[config.mk]
export PLATFORM = sky130hd
export DESIGN_NAME = radix_digit_converter_unit
export DESIGN_NICKNAME = d
export VERILOG_FILES = /design/src/rtl/rdc_pkg.sv /design/src/rtl/radix_digit_converter_unit.sv
export SDC_FILE = /design/constraint.sdc
export NUM_CORES = 1
export LEC_CHECK = 0
export ABC_AREA = 1
export BUFFER_PORTS_ARGS = -buffer_cell sky130_fd_sc_hd__buf_2
export CORE_MARGIN = 2
export CORE_UTILIZATION = 45
export CTS_BUF_LIST = sky130_fd_sc_hd__clkbuf_4
export DETAILED_ROUTE_END_ITERATION = 8
export RECOVER_POWER = 100
export SKIP_CTS_REPAIR_TIMING = 1
export SLEW_MARGIN = 30
export SYNTH_ARGS = -nofsm -noshare
export SYNTH_HDL_FRONTEND = slang
export SYNTH_SLANG_ARGS = --single-unit
[constraint.sdc]
create_clock -name aclk -period 3.56 [get_ports aclk]
set_input_delay 0 -clock aclk [delete_from_list [all_inputs] [get_ports aclk]]
set_output_delay 0 -clock aclk [all_outputs]
set_load 0.02 [all_outputs]
[src/rtl/rdc_pkg.sv]
package rdc_pkg;

    // Field widths
    localparam int VALUE_W  = 31;
    localparam int RADIX_W  = 6;
    localparam int DIGIT_W  = 6;
    localparam int CHAR_W   = 8;
    localparam int STATUS_W = 2;

    // Digit buffer sizing
    localparam int MAX_DIGITS = 32;
    localparam int CNT_W      = $clog2(MAX_DIGITS + 1);
    localparam int IDX_W      = $clog2(MAX_DIGITS);
    localparam int BITCNT_W   = $clog2(VALUE_W);

    // Stream packing, padded to whole bytes; status travels on tuser
    localparam int S_FIELDS_W = VALUE_W + RADIX_W;
    localparam int S_TDATA_W  = ((S_FIELDS_W + 7) / 8) * 8;
    localparam int M_FIELDS_W = DIGIT_W + CHAR_W + 1;
    localparam int M_TDATA_W  = ((M_FIELDS_W + 7) / 8) * 8;

    // Radix constants
    localparam logic [RADIX_W-1:0] MIN_RADIX = RADIX_W'(2);
    localparam logic [RADIX_W-1:0] HEX_RADIX = RADIX_W'(16);

    // ASCII constants
    localparam logic [CHAR_W-1:0] CHAR_DIGIT0 = 8'h30;
    localparam logic [CHAR_W-1:0] CHAR_ALPHA0 = 8'h41;

    typedef enum logic [STATUS_W-1:0] {
        STATUS_DIGIT    = 2'd0,
        STATUS_ZERO     = 2'd1,
        STATUS_BAD_BASE = 2'd2
    } status_t;

    // ASCII character of a digit; 0 above hex range
    function automatic logic [CHAR_W-1:0] char_of(input logic [DIGIT_W-1:0] d);
        logic [CHAR_W-1:0] dw;
        dw = CHAR_W'(d);
        if (d <= DIGIT_W'(9)) begin
            return CHAR_DIGIT0 + dw;
        end else if (d <= DIGIT_W'(15)) begin
            return CHAR_ALPHA0 + (dw - CHAR_W'(10));
        end else begin
            return '0;
        end
    endfunction

endpackage

[src/rtl/radix_digit_converter_unit.sv]
// Converts a 31-bit magnitude to its digits in a base of 2 to 63 and streams
// one transaction per digit, most significant first, with the ASCII character,
// a group-space flag (groups of 2 for base 16, of 4 otherwise) and tlast on
// the final digit; tuser carries the status. A base below 2 yields one
// transaction with status "invalid base"; a value of zero yields one with
// status "zero". Each digit comes from
// a restoring division that shares one 7-bit subtract/compare, shifting one
// dividend bit per ST_DIV step, then ST_STORE stores the remainder; each digit
// is then output through ST_FETCH (the registered digit buffer read), ST_EMIT
// (the output register) and ST_WAIT, where stalls on m_tready hold it.
// Error and zero results are registered at acceptance, with no division.
// s_tready is high only while no conversion is in progress and no result
// waits.
module radix_digit_converter_unit (
    input  logic                          aclk,
    input  logic                          aresetn,
    input  logic                          s_tvalid,
    output logic                          s_tready,
    // [30:0] value, [36:31] radix, rest zero
    input  logic [rdc_pkg::S_TDATA_W-1:0] s_tdata,
    output logic                          m_tvalid,
    input  logic                          m_tready,
    // [5:0] digit, [13:6] char_code, [14] space_before, rest zero
    output logic [rdc_pkg::M_TDATA_W-1:0] m_tdata,
    // [1:0] status
    output logic [rdc_pkg::STATUS_W-1:0]  m_tuser,
    output logic                          m_tlast
);
    import rdc_pkg::*;

    typedef enum logic [2:0] {
        ST_IDLE,
        ST_DIV,
        ST_STORE,
        ST_FETCH,
        ST_EMIT,
        ST_WAIT
    } state_t;

    state_t               state_reg;
    logic [VALUE_W-1:0]   q_reg;
    logic [DIGIT_W-1:0]   rem_reg;
    logic [RADIX_W-1:0]   radix_reg;
    logic [BITCNT_W-1:0]  bit_reg;
    logic [CNT_W-1:0]     cnt_reg;
    logic [IDX_W-1:0]     rd_ptr_reg;
    logic [IDX_W-1:0]     pos_reg;
    logic [DIGIT_W-1:0]   rd_data_reg;

    logic                 m_tvalid_reg;
    logic                 m_tlast_reg;
    logic [DIGIT_W-1:0]   digit_reg;
    logic [CHAR_W-1:0]    char_reg;
    logic                 space_reg;
    status_t              status_reg;

    // Digit buffer, remainders least significant first
    logic [DIGIT_W-1:0]   buf_mem [MAX_DIGITS];

    // Input fields
    logic [VALUE_W-1:0]   in_value;
    logic [RADIX_W-1:0]   in_radix;
    logic                 s_xfer;

    assign in_value = s_tdata[VALUE_W-1:0];
    assign in_radix = s_tdata[S_FIELDS_W-1:VALUE_W];
    assign s_tready = (state_reg == ST_IDLE);
    assign s_xfer   = s_tvalid && s_tready;

    // Shared divide step: shift one dividend bit into the remainder, try subtract
    logic [DIGIT_W:0]     rem_shift;
    logic [DIGIT_W:0]     rem_sub;
    logic                 rem_ge;
    logic [DIGIT_W-1:0]   rem_step;

    always_comb begin
        rem_shift = {rem_reg, q_reg[VALUE_W-1]};
        rem_sub   = rem_shift - {1'b0, radix_reg};
        rem_ge    = (rem_shift >= {1'b0, radix_reg});
        rem_step  = rem_ge ? rem_sub[DIGIT_W-1:0] : rem_shift[DIGIT_W-1:0];
    end

    // Store bookkeeping
    logic                 buf_has_room;
    logic [CNT_W-1:0]     cnt_inc;

    always_comb begin
        buf_has_room = (cnt_reg < CNT_W'(MAX_DIGITS));
        cnt_inc      = buf_has_room ? cnt_reg + CNT_W'(1) : cnt_reg;
    end

    // Group-space flag for the digit at pos_reg
    logic                 space_calc;

    always_comb begin
        if (radix_reg == HEX_RADIX) begin
            space_calc = (pos_reg != '0) && (pos_reg[0] == 1'b0);
        end else begin
            space_calc = (pos_reg != '0) && (pos_reg[1:0] == 2'b00);
        end
    end

    // Digit buffer write and registered read
    always_ff @(posedge aclk) begin
        if (state_reg == ST_STORE && buf_has_room) begin
            buf_mem[cnt_reg[IDX_W-1:0]] <= rem_reg;
        end
        if (state_reg == ST_FETCH) begin
            rd_data_reg <= buf_mem[rd_ptr_reg];
        end
    end

    // Sequencer, datapath registers and output register
    always_ff @(posedge aclk) begin
        if (!aresetn) begin
            state_reg    <= ST_IDLE;
            cnt_reg      <= '0;
            m_tvalid_reg <= 1'b0;
        end else begin
            unique case (state_reg)
                ST_IDLE: begin
                    if (s_xfer) begin
                        radix_reg <= in_radix;
                        q_reg     <= in_value;
                        rem_reg   <= '0;
                        bit_reg   <= '0;
                        pos_reg   <= '0;
                        if (in_radix < MIN_RADIX) begin
                            digit_reg    <= '0;
                            char_reg     <= '0;
                            space_reg    <= 1'b0;
                            status_reg   <= STATUS_BAD_BASE;
                            m_tlast_reg  <= 1'b1;
                            m_tvalid_reg <= 1'b1;
                            state_reg    <= ST_WAIT;
                        end else if (in_value == '0) begin
                            cnt_reg      <= '0;
                            digit_reg    <= '0;
                            char_reg     <= '0;
                            space_reg    <= 1'b0;
                            status_reg   <= STATUS_ZERO;
                            m_tlast_reg  <= 1'b1;
                            m_tvalid_reg <= 1'b1;
                            state_reg    <= ST_WAIT;
                        end else begin
                            cnt_reg   <= '0;
                            state_reg <= ST_DIV;
                        end
                    end
                end
                ST_DIV: begin
                    q_reg   <= {q_reg[VALUE_W-2:0], rem_ge};
                    rem_reg <= rem_step;
                    if (bit_reg == BITCNT_W'(VALUE_W - 1)) begin
                        state_reg <= ST_STORE;
                    end else begin
                        bit_reg <= bit_reg + BITCNT_W'(1);
                    end
                end
                ST_STORE: begin
                    // rem_reg holds the finished remainder, q_reg the quotient
                    cnt_reg <= cnt_inc;
                    rem_reg <= '0;
                    bit_reg <= '0;
                    if (q_reg == '0) begin
                        rd_ptr_reg <= IDX_W'(cnt_inc - CNT_W'(1));
                        state_reg  <= ST_FETCH;
                    end else begin
                        state_reg <= ST_DIV;
                    end
                end
                ST_FETCH: begin
                    state_reg <= ST_EMIT;
                end
                ST_EMIT: begin
                    digit_reg    <= rd_data_reg;
                    char_reg     <= char_of(rd_data_reg);
                    space_reg    <= space_calc;
                    status_reg   <= STATUS_DIGIT;
                    m_tlast_reg  <= (rd_ptr_reg == '0);
                    m_tvalid_reg <= 1'b1;
                    state_reg    <= ST_WAIT;
                end
                ST_WAIT: begin
                    if (m_tready) begin
                        m_tvalid_reg <= 1'b0;
                        if (m_tlast_reg) begin
                            state_reg <= ST_IDLE;
                        end else begin
                            rd_ptr_reg <= rd_ptr_reg - IDX_W'(1);
                            pos_reg    <= pos_reg + IDX_W'(1);
                            state_reg  <= ST_FETCH;
                        end
                    end
                end
                default: begin
                    state_reg <= ST_IDLE;
                end
            endcase
        end
    end

    // Output packing
    assign m_tvalid = m_tvalid_reg;
    assign m_tlast  = m_tlast_reg;
    assign m_tdata  = M_TDATA_W'({space_reg, char_reg, digit_reg});
    assign m_tuser  = status_reg;

endmodule

; ---- Yosys cells after proc, flatten, opt, wreduce, memory -nomap -nowiden
; Memories as Yosys holds them, arrays and structs flattened. A register that Yosys moved wholly into a read port is not among the register bits.
; Index checks and enable logic that the tools add are counted.
[op_classes]
add_sub_neg = 9
magnitude_cmp = 5
eq_ne = 15
n_mux = 54
bitwise_logic = 1
n_reduce_logical = 27
[op_table]
columns = cell, count
row1 = zero test 31 bit, 2
row2 = case mux 31 bit (2 select lines), 1
row3 = 2-to-1 mux 6 bit, 8
row4 = 2-to-1 mux 8 bit, 5
row5 = 2-to-1 mux 5 bit, 7
row6 = 2-to-1 mux 31 bit, 1
row7 = case mux 6 bit (2 select lines), 2
row8 = case mux 5 bit (2 select lines), 2
row9 = case mux 3 bit (6 select lines), 1
row10 = case mux 6 bit (3 select lines), 1
row11 = case mux 8 bit (2 select lines), 1
row12 = 2-to-1 mux 3 bit, 5
row13 = case mux 5 bit (3 select lines), 1
row14 = AND reduction 3 bit, 5
row15 = "<= comparator 6 x 4 -> 1 bit, second input constant", 2
row16 = AND reduction 4 bit, 3
row17 = "adder 5 x 1 -> 5 bit, second input constant", 2
row18 = 2-to-1 mux 1 bit, 10
row19 = 2-to-1 mux 2 bit, 5
row20 = "!= test 2 bit, second input constant", 5
row21 = AND reduction 5 bit, 2
row22 = nonzero test 2 bit, 5
row23 = "subtractor 5 x 1 -> 5 bit, second input constant", 2
row24 = "adder 7 x 8 -> 8 bit, first input constant", 1
row25 = other kinds (24), 32
[word_totals]
reg_bits = 86
mem_bits_rw = 192
out_inout_bits = 21
n_memories = 1
[memory_table]
columns = memory, depth, word_bits, read_ports, rd_ports_with_merged_regs, wr, line_no
row1 = buf_mem, 32, 6, 1, 1, 1, radix_digit_converter_unit.sv:58  ; logic [DIGIT_W-1:0] buf_mem [MAX_DIGITS];

; ---- Depth between registers and ports, before layout
; Gate-level depths: netlist of run 1.
[depth]
word_depth = 5
depth_mapped = 13

; ---- Worst setup path after synthesis of run 1
; OpenSTA, ideal clock, no wires.
[synth_timing]
path_kind = register to register
start = register state_reg[0]
end = register q_reg[0], enable pin
setup_ns = 0.426
arrival_ns = 2.302
path_slack_ns = 0.833
stages_incl_launch_ff = 6
n_path_buf = 1
cell_sequence = dfxtp_1 inv_1 nor2_1 nand2_1 clkbuf_1 o21bai_1
[synth_via]
elab_chain_cells = 4
[synth_lines]
columns = item, line_no
row1 = "start, declared", radix_digit_converter_unit.sv:40  ; state_t state_reg;
row2 = "start signal, assigned", radix_digit_converter_unit.sv:116  ; state_reg <= ST_IDLE;
row3 = "start signal, assigned", radix_digit_converter_unit.sv:135  ; state_reg <= ST_WAIT;
row4 = "start signal, assigned", radix_digit_converter_unit.sv:144  ; state_reg <= ST_WAIT;
row5 = zero test 3 bit, "radix_digit_converter_unit.sv:67, radix_digit_converter_unit.sv:120"
row6 = logical AND 1 bit, radix_digit_converter_unit.sv:68  ; assign s_xfer = s_tvalid && s_tready;
row7 = != test 2 x 1 -> 1 bit (no line), -
row8 = AND reduction 3 bit (no line) (*), -
row9 = "end signal, assigned", radix_digit_converter_unit.sv:124  ; q_reg <= in_value;
row10 = "end signal, assigned", radix_digit_converter_unit.sv:152  ; q_reg <= {q_reg[VALUE_W-2:0], rem_ge};
row11 = "end, declared", radix_digit_converter_unit.sv:41  ; logic [VALUE_W-1:0] q_reg;
; Every way passes the cells marked *; elsewhere a longest branch is shown, timed or not.
; A chain may end at the register's enable or synchronous reset.

==> results of run 1 <==
[synth_stat cells]
cell type / instances
sky130_fd_sc_hd__a211oi_1: 6
sky130_fd_sc_hd__a21boi_0: 6
sky130_fd_sc_hd__a21o_1: 1
sky130_fd_sc_hd__a21oi_1: 28
sky130_fd_sc_hd__a31o_2: 1
sky130_fd_sc_hd__a31oi_1: 3
sky130_fd_sc_hd__buf_1: 1
sky130_fd_sc_hd__buf_2: 24
sky130_fd_sc_hd__buf_4: 6
sky130_fd_sc_hd__clkbuf_1: 19
sky130_fd_sc_hd__clkinv_1: 1
sky130_fd_sc_hd__conb_1: 1
sky130_fd_sc_hd__dfxtp_1: 10
sky130_fd_sc_hd__edfxtp_1: 274
sky130_fd_sc_hd__fa_1: 1
sky130_fd_sc_hd__ha_1: 21
sky130_fd_sc_hd__inv_1: 88
sky130_fd_sc_hd__inv_2: 1
sky130_fd_sc_hd__nand2_1: 289
sky130_fd_sc_hd__nand3_1: 38
sky130_fd_sc_hd__nand4_1: 3
sky130_fd_sc_hd__nor2_1: 207
sky130_fd_sc_hd__nor3_1: 16
sky130_fd_sc_hd__nor3_2: 1
sky130_fd_sc_hd__nor3b_1: 1
sky130_fd_sc_hd__nor4_1: 2
sky130_fd_sc_hd__nor4b_1: 1
sky130_fd_sc_hd__o211ai_1: 18
sky130_fd_sc_hd__o21ai_0: 110
sky130_fd_sc_hd__o21ai_1: 2
sky130_fd_sc_hd__o21bai_1: 1
sky130_fd_sc_hd__o22ai_1: 12
sky130_fd_sc_hd__or2_2: 4
sky130_fd_sc_hd__or3_1: 1
sky130_fd_sc_hd__xnor2_1: 7
sky130_fd_sc_hd__xor2_1: 8
[logic make-up after synthesis]
| kind of cell | Yosys count |
|---|---|
| AOI/OAI and AO/OA | 188 |
| buffers and inverters | 140 |
| DFF | 284 |
| and+or+nand+nor | 563 |
| other | 1 |
| xor gates and xnor gates | 15 |
| adders and majority gates | 22 |
[stage by stage]
step,area [µm²],power [mW],std cells
floorplan,12700,5.69,1213
CTS,14300,9.17,1749
global placement,13400,6.27,1619
detailed placement,13400,6.31,1619
finish,14700,9.10,1791
global route,14700,9.64,1791
[power breakdown]
part	total (mW)	internal (mW)	switching [mW]
Clock	2.85	1.53	1.32
Combinational	1.85	0.508	1.34
Sequential	4.41	4.27	0.138
Total	9.10	6.31	2.79
[metal layers]
metal	vias to the layer above	global-route usage [%]	part of all wire [%]
li1	4473	-	-
met1	4315	27.1	45
met2	284	31.5	46
met3	64	4.51	6.4
met4	0	7.64	2.5
met5	-	0	0
[critical path: cells and delay by family, from the launching register on]
| kind | cells | cell delay, ns |
|---|---|---|
| buf+inv | 2 | 0.78 |
| simple gates | 6 | 1.32 |
| flops | 1 | 0.66 |
[final cells by class]
cell class,count,share of cell area [%]
flip-flops and latches,284,57.4
multi-input cells,789,25.1
clock buffers,114,5.83
repair buffers,119,5.46
well taps,378,3.22
inverters,90,2.30
clock inverters,16,0.682
diodes,1,0.0170
[path summary, 6_finish.rpt]
| kind | end | start |
|---|---|---|
| setup / recovery | rd_data_reg[4] | rd_ptr_reg[1] |
| hold / removal | radix_reg[0] | s_tdata[31] |
| setup reg to reg | rd_data_reg[4] | rd_ptr_reg[1] |
| hold reg to reg | m_tvalid | m_tvalid |
==> results by stage, run 1 <==
Outcome:
- The flow ran to the end, but the final reports show violations.
- The checks that failed: max-capacitance violations, max-slew violations.

Worst hold path:
- The number of cells on the worst hold path is 2.
- The path category of the worst min-delay check is in2reg.

Setup path:
- STA classifies the critical path startpoint as a flop.
- In this design, the critical path's most frequently occurring cell is sky130_fd_sc_hd__nand2_1.
- The type of the worst setup path is reg2reg.
- For the worst setup path, the data required time is between 4 and 5 ns.
- The register-to-register setup slack is 0.61 ns.
- The worst setup path is captured at a flop.
- Data on the critical path arrives at its endpoint at 3.46 ns.
- The cell with the largest stage delay on the worst path is sky130_fd_sc_hd__clkbuf_2.
- The signal on the critical path passes through clkbuf_2 > nand2_1 > or3_1 > nand3_1 > nand2_1 > nand2_1 > inv_1 > nand2_1.
- The largest fanout on the critical path is 35.
- The largest single stage delay on the critical path is 0.73 ns.
- Counting cells, the worst reg-to-reg path comes to 8.

Detailed routing:
- The total length of routed wires is 29.5 mm.
- The detailed-route DRC error count is 0.
- The via count normalized by instance count is 5.10.
- After the first detailed-routing iteration, the DRC count stood at 651.
- The length of the first detailed-routing pass in iterations is 5.
- The detail route stage leaves a number of antenna-violating nets equal to 0.
- The routed wirelength normalized by instance count is 16.5 µm.
- For this block, the via count after detailed routing is 9,136.

Finish:
- Leaving out fill and tap cells, the most frequent cells in the layout are 289 x sky130_fd_sc_hd__nand2_1, 274 x sky130_fd_sc_hd__edfxtp_1, 207 x sky130_fd_sc_hd__nor2_1.
- The final core utilization is 52.9%.
- The most frequent standard cell in the layout excluding fill and tap cells is sky130_fd_sc_hd__nand2_1.
- Summing all multi-input logic gate instances after layout gives 3690 µm².
- The filler cells instantiated in the layout total about 2,600.
- The register with the most flip-flops in the layout has 192 of them.
- The net count of the finished layout is 1,427.
- Summing all flip-flop and latch instances after layout gives 8430 µm².
- From synthesis to final layout, the design area changed by 15.7%.
- Of the cells placed in the final design, the portion with a size suffix greater than 1 is 12.5%.

Clock network:
- After clock tree synthesis, the clock-pin slew on the worst setup and hold paths is approximately 0.060 ns.
- The H-tree depth is 3.
- In this run the clock root is driven by a sky130_fd_sc_hd__clkbuf_4.
- The later pin in the worst-skew pair is clocked with a latency of 0.67 ns.
- The clock tree from TritonCTS is yes.
- The number of sinks on the clock net is ~280.
- Counting the buffers created by CTS gives 77.
- Counting along the longest clock path gives a buffer depth of 3.

Yosys:
- The post-synthesis share of cell area spent on full adders, half adders and majority gates is 2.23%.
- The average footprint of a synthesized cell is 10.5 µm².
- The area share of the largest cell type after synthesis is 64.8%.
- The share of the Yosys chip area taken by registers is 66.4%.
- Synthesis produced a netlist with a net count of 1,279.
- In the post-synthesis netlist, the biggest area contributors are sky130_fd_sc_hd__edfxtp_1 65%, sky130_fd_sc_hd__nand2_1 8.5%, sky130_fd_sc_hd__nor2_1 6.1%.
- The mapped netlist covers between 10,000 and 15,000 µm².
- Yosys printed 0 warnings.
- The mux contribution to synthesized area is 0%.
- The parity-gate share of the synthesized area counting xor and xnor cells is 1.04%.
- The synthesized netlist devotes 8.22% of its cell area to compound gates.
- The biggest area consumer among synthesized cells is sky130_fd_sc_hd__edfxtp_1.
- The number of library cell types mapped by synthesis is 36.
- By area, the combinational part of the netlist is dominated by simple AND/OR/NAND/NOR gates.
- In the synthesized netlist, the number of instances is 1,213.
- The area share of and/or/nand/nor cells after synthesis is 17.5%.
- The synthesized design contains approximately 280 register bits.

Floorplanning:
- The starting density of the core is 45.7%.
- The floorplan die area is 29,600 µm².
- The die span in x is 172 µm.
- The count of pins on the block boundary is 65.
- The core region is about 28,000 µm².
- The die height is between 150 and 200 µm.
- The cell row count is 61.

Placed design:
- The number of buffers added on ports is 60.
- The detailed-placement wirelength estimate is 18.2 mm.
- The worst setup slack after placement is ~0.99 ns.
- The final weighted congestion in routability-driven placement is ~0.83.

Global routing:
- Entering global routing, the biggest net connects 54 pins.
- The all-layer global routing usage is 20.0%.
- The first global-routing pass estimated approximately 45 mm of wire.
- The initial antenna violation count is 1.
- The number of global-route vias before repair is roughly 8,600.
- The remaining global-route overflow is 0.

Timing:
- The worst max-slew margin expressed relative to the limit is -19.3%.
- The worst hold slack across all endpoints is 0.0982 ns.
- At the pin with the least slew margin, the transition time is 1.79 ns.
- The setup slack after layout is around 0.61 ns.
- Based on the critical path, the design can be clocked at up to around 0.34 GHz.
- The number of pins exceeding their max-slew limit in the final report was roughly 110.
- Of the available clock period, the critical path in the final layout requires 82.9%.
- The worst-case clock skew is 0.0437 ns.
- Setup repair after global routing left no endpoint under its margin.
- The worst path needs approximately 2.9 ns of the cycle, external delays included.
- The count of endpoints failing hold in the final timing report is 0.
- The summed negative setup slack over all endpoints is 0 ns.
- Setup violations remaining at the end of the flow were counted as 0.

Run:
- Max-cap violations in this run came to 3.

Power and ir drop:
- The leakage power summed over all cells is 5.59 nW.
- The worst-case vdd ir drop is 308 µV.
- The power per unit of standard cell area is around 620 nW/µm².
Power figures use the tool's default switching activity.
==> inputs of run 2 (changes only) <==
==> constraint.sdc (replaced) <==
create_clock -name aclk -period 2.89 [get_ports aclk]
set_input_delay 0 -clock aclk [delete_from_list [all_inputs] [get_ports aclk]]
set_output_delay 0 -clock aclk [all_outputs]
set_load 0.02 [all_outputs]
==> run 2 against run 1 <==
Effect of this change:
- the flow still finishes with violations (max-capacitance violations, max-slew violations)
- cell count is 0.39% higher
- worst hold slack worse by 0.023 ns
- wire length increased by 0.27%
- combinational power grew 22%
- register-to-register slack lost 0.13 ns
- largest cell class unchanged
==> results by stage, run 2 (synthesis results as in run 1) <==
Placed design:
- Routability-driven placement finished with a final weighted congestion of 0.856.
- The detailed-placement wirelength estimate is ~18 mm.
- The total cell area at the placement stage is 13,500 µm².
- The number of buffers added on ports is 60.
- The worst setup slack after placement is 0.633 ns.

Global routing:
- The first global-routing pass estimated 45.1 mm of wire.
- Global routing consumed, on the met1 layer, 27.5% of the routing resources.
- The global routing usage on met3 is approximately 3.8%.
- The initial antenna violation count came to 1.
- The all-layer global routing usage is 20.0%.
- The remaining global-route overflow is 0.
- The number of global-route vias before repair was between 8,000 and 9,000.
- The maximum number of pins on one net before global-route repair is 100.
- Global routing consumed, on the met2 layer, a little under a third of the routing resources.
- The busiest layer in global routing is met2.

Run:
- Max-cap violations in this run came to 5.

Clock network:
- The clock tree from TritonCTS is yes.
- The number of buffers on the longest clock path is 3.
- The H-tree generated during clock tree synthesis spans 3 levels.
- Counting every sink on the clock net gives 284.
- The clock-pin slew reported for the worst setup and hold paths after clock tree synthesis is around 0.060 ns.
- The later pin in the worst-skew pair is clocked with a latency of approximately 0.68 ns.
- The tree is rooted in a sky130_fd_sc_hd__clkbuf_4.
- The number of buffers created by CTS is 76.

Power and ir drop:
- The power per unit of standard cell area is 763 nW/µm².
- The worst-case vdd ir drop is about 350 µV.
- The leakage power summed over all cells is 5.61 nW.

Finish:
- The register with the most flip-flops in the layout has between 150 and 200 of them.
- The most frequent standard cell in the layout excluding fill and tap cells is sky130_fd_sc_hd__nand2_1.
- The filler cells instantiated in the layout total 2,540.
- The final net count is 1,438.
- The synthesis-to-finish area growth is 16.1%.
- In the layout the commonest cells are 289 x sky130_fd_sc_hd__nand2_1, 274 x sky130_fd_sc_hd__edfxtp_1, 207 x sky130_fd_sc_hd__nor2_1.
- The post-route cell area is around 15,000 µm².
- Cells fill 53.0% of the core in the end.
- In the final layout, the share of cells above drive strength 1 is 12.5%.

Floorplanning:
- The standard cell core area is 27,800 µm².
- The cell row count is 61.
- The die is 172 µm tall.
- 65 I/O pins were placed.
- The floorplan die area is 29,600 µm².
- Measured along the x axis, the die boundary spans between 150 and 200 µm.
- The initial utilization of the core area, before any placement, comes to 45.7%.

Setup path:
- The required time of the critical path is ~3.2 ns.
- The data arrival time of the critical path is 2.70 ns.
- Along the worst path, the maximum fanout reaches 18.
- Traced cell by cell, the critical path runs through inv_1 > nand2_1 > nor2_1 > nand2_1 > inv_1 > o21ai_0 > nand2_1 > nor2_1 > clkbuf_1.
- On the worst path, the slowest cell contributes a delay of 0.74 ns.
- The nature of the critical path startpoint is a flop.
- The type of the worst setup path is reg2reg.
- The slowest stage of the critical path belongs to the cell sky130_fd_sc_hd__clkbuf_1.
- The worst setup path is captured at a flop.
- The cell that appears most often on the critical path is sky130_fd_sc_hd__nand2_1.

Timing:
- Setup total negative slack on the finished layout was measured at 0 ns.
- Based on the critical path, the design can be clocked at up to 0.414 GHz.
- The worst hold slack across all endpoints is 0.0756 ns.
- The number of pins exceeding their max-slew limit in the final report is 169.
- The final critical path takes up 83.5% of the cycle.
- The worst-case clock skew is ~0.043 ns.
- Headroom to the max-slew limit came out at -22.1%.
- The count of endpoints failing hold in the final timing report is 0.
- Setup repair after global routing left no endpoint under its margin.
- Setup slack on the critical path of the routed design comes to 0.476 ns.
- For the finished layout, the period the worst path requires is 2.41 ns.
- The final-report setup violation count is 0.
- For the pin with the worst max-slew slack, the measured transition is about 1.8 ns.

Detailed routing:
- After detailed routing, the total wire length is ~30 mm.
- Dividing the detail-routed wire length by the instance count gives between 15 and 20 µm.
- The first detailed-routing pass ran for 5 iterations.
- The via count is around 9,000.
- The detail route stage leaves a number of antenna-violating nets equal to 0.
- After detailed routing, the number of vias per cell comes to about 5.
- After the first detailed-routing iteration, the DRC count stood at 638.
- For this run, design rule violations remaining after detail routing come to 0.

Worst hold path:
- The path category of the worst min-delay check is in2reg.

Outcome:
- The flow ran to the end, but the final reports show violations.
- The checks that failed: max-capacitance violations, max-slew violations.
## run 2: routing by layer
layer	routed length (µm)	vias to the layer above
met1	13200	4264
met2	14000	258
met5	0	-
met4	699	0
li1	-	4494
met3	1680	55
## run 2: worst paths after layout
| path | cells past startpoint | startpoint | slack [ns] | end |
|---|---|---|---|---|
| hold reg to reg | 2 | m_tvalid | 0.52 | m_tvalid |
| setup reg to reg | 9 | state_reg[2] | 0.48 | digit_reg[2] |
| hold / removal | 2 | s_tdata[32] | 0.08 | radix_reg[1] |
| setup / recovery | 9 | state_reg[2] | 0.48 | digit_reg[2] |
## run 2: critical path: cells and delay by family, from the launching register on
kind | cells | cell delay (ns)
AOI/OAI and AO/OA | 1 | 0.16
buffers and inverters | 3 | 0.85
DFF | 1 | 0.38
and+or+nand+nor | 5 | 0.63
## run 2: area by class of cell
| cell class | instances | area, µm² | share of cell area (%) |
|---|---|---|---|
| multi-input cells | 789 | 3690 | 25.0 |
| inverters | 90 | 338 | 2.29 |
| clock buffers | 115 | 863 | 5.86 |
| repair buffers | 131 | 847 | 5.75 |
| well taps | 378 | 473 | 3.21 |
| diodes | 1 | 2.50 | 0.0170 |
| clock inverters | 10 | 90.1 | 0.612 |
| flip-flops and latches | 284 | 8430 | 57.2 |
## run 2: power by group
part	internal (mW)	switching (mW)	leakage, nW
Sequential	5.28	0.168	2.58
Clock	1.97	1.56	0.578
Combinational	0.612	1.65	2.46
Total	7.86	3.38	5.61
## run 2: through the flow
| step | total power [mW] | instances |
|---|---|---|
| finish | 11.2 | 1798 |
| global route | 11.9 | 1798 |
| CTS | 11.3 | 1757 |
| detailed placement | 7.79 | 1632 |
| global placement | 7.75 | 1632 |
| floorplan | 7.01 | 1213 |
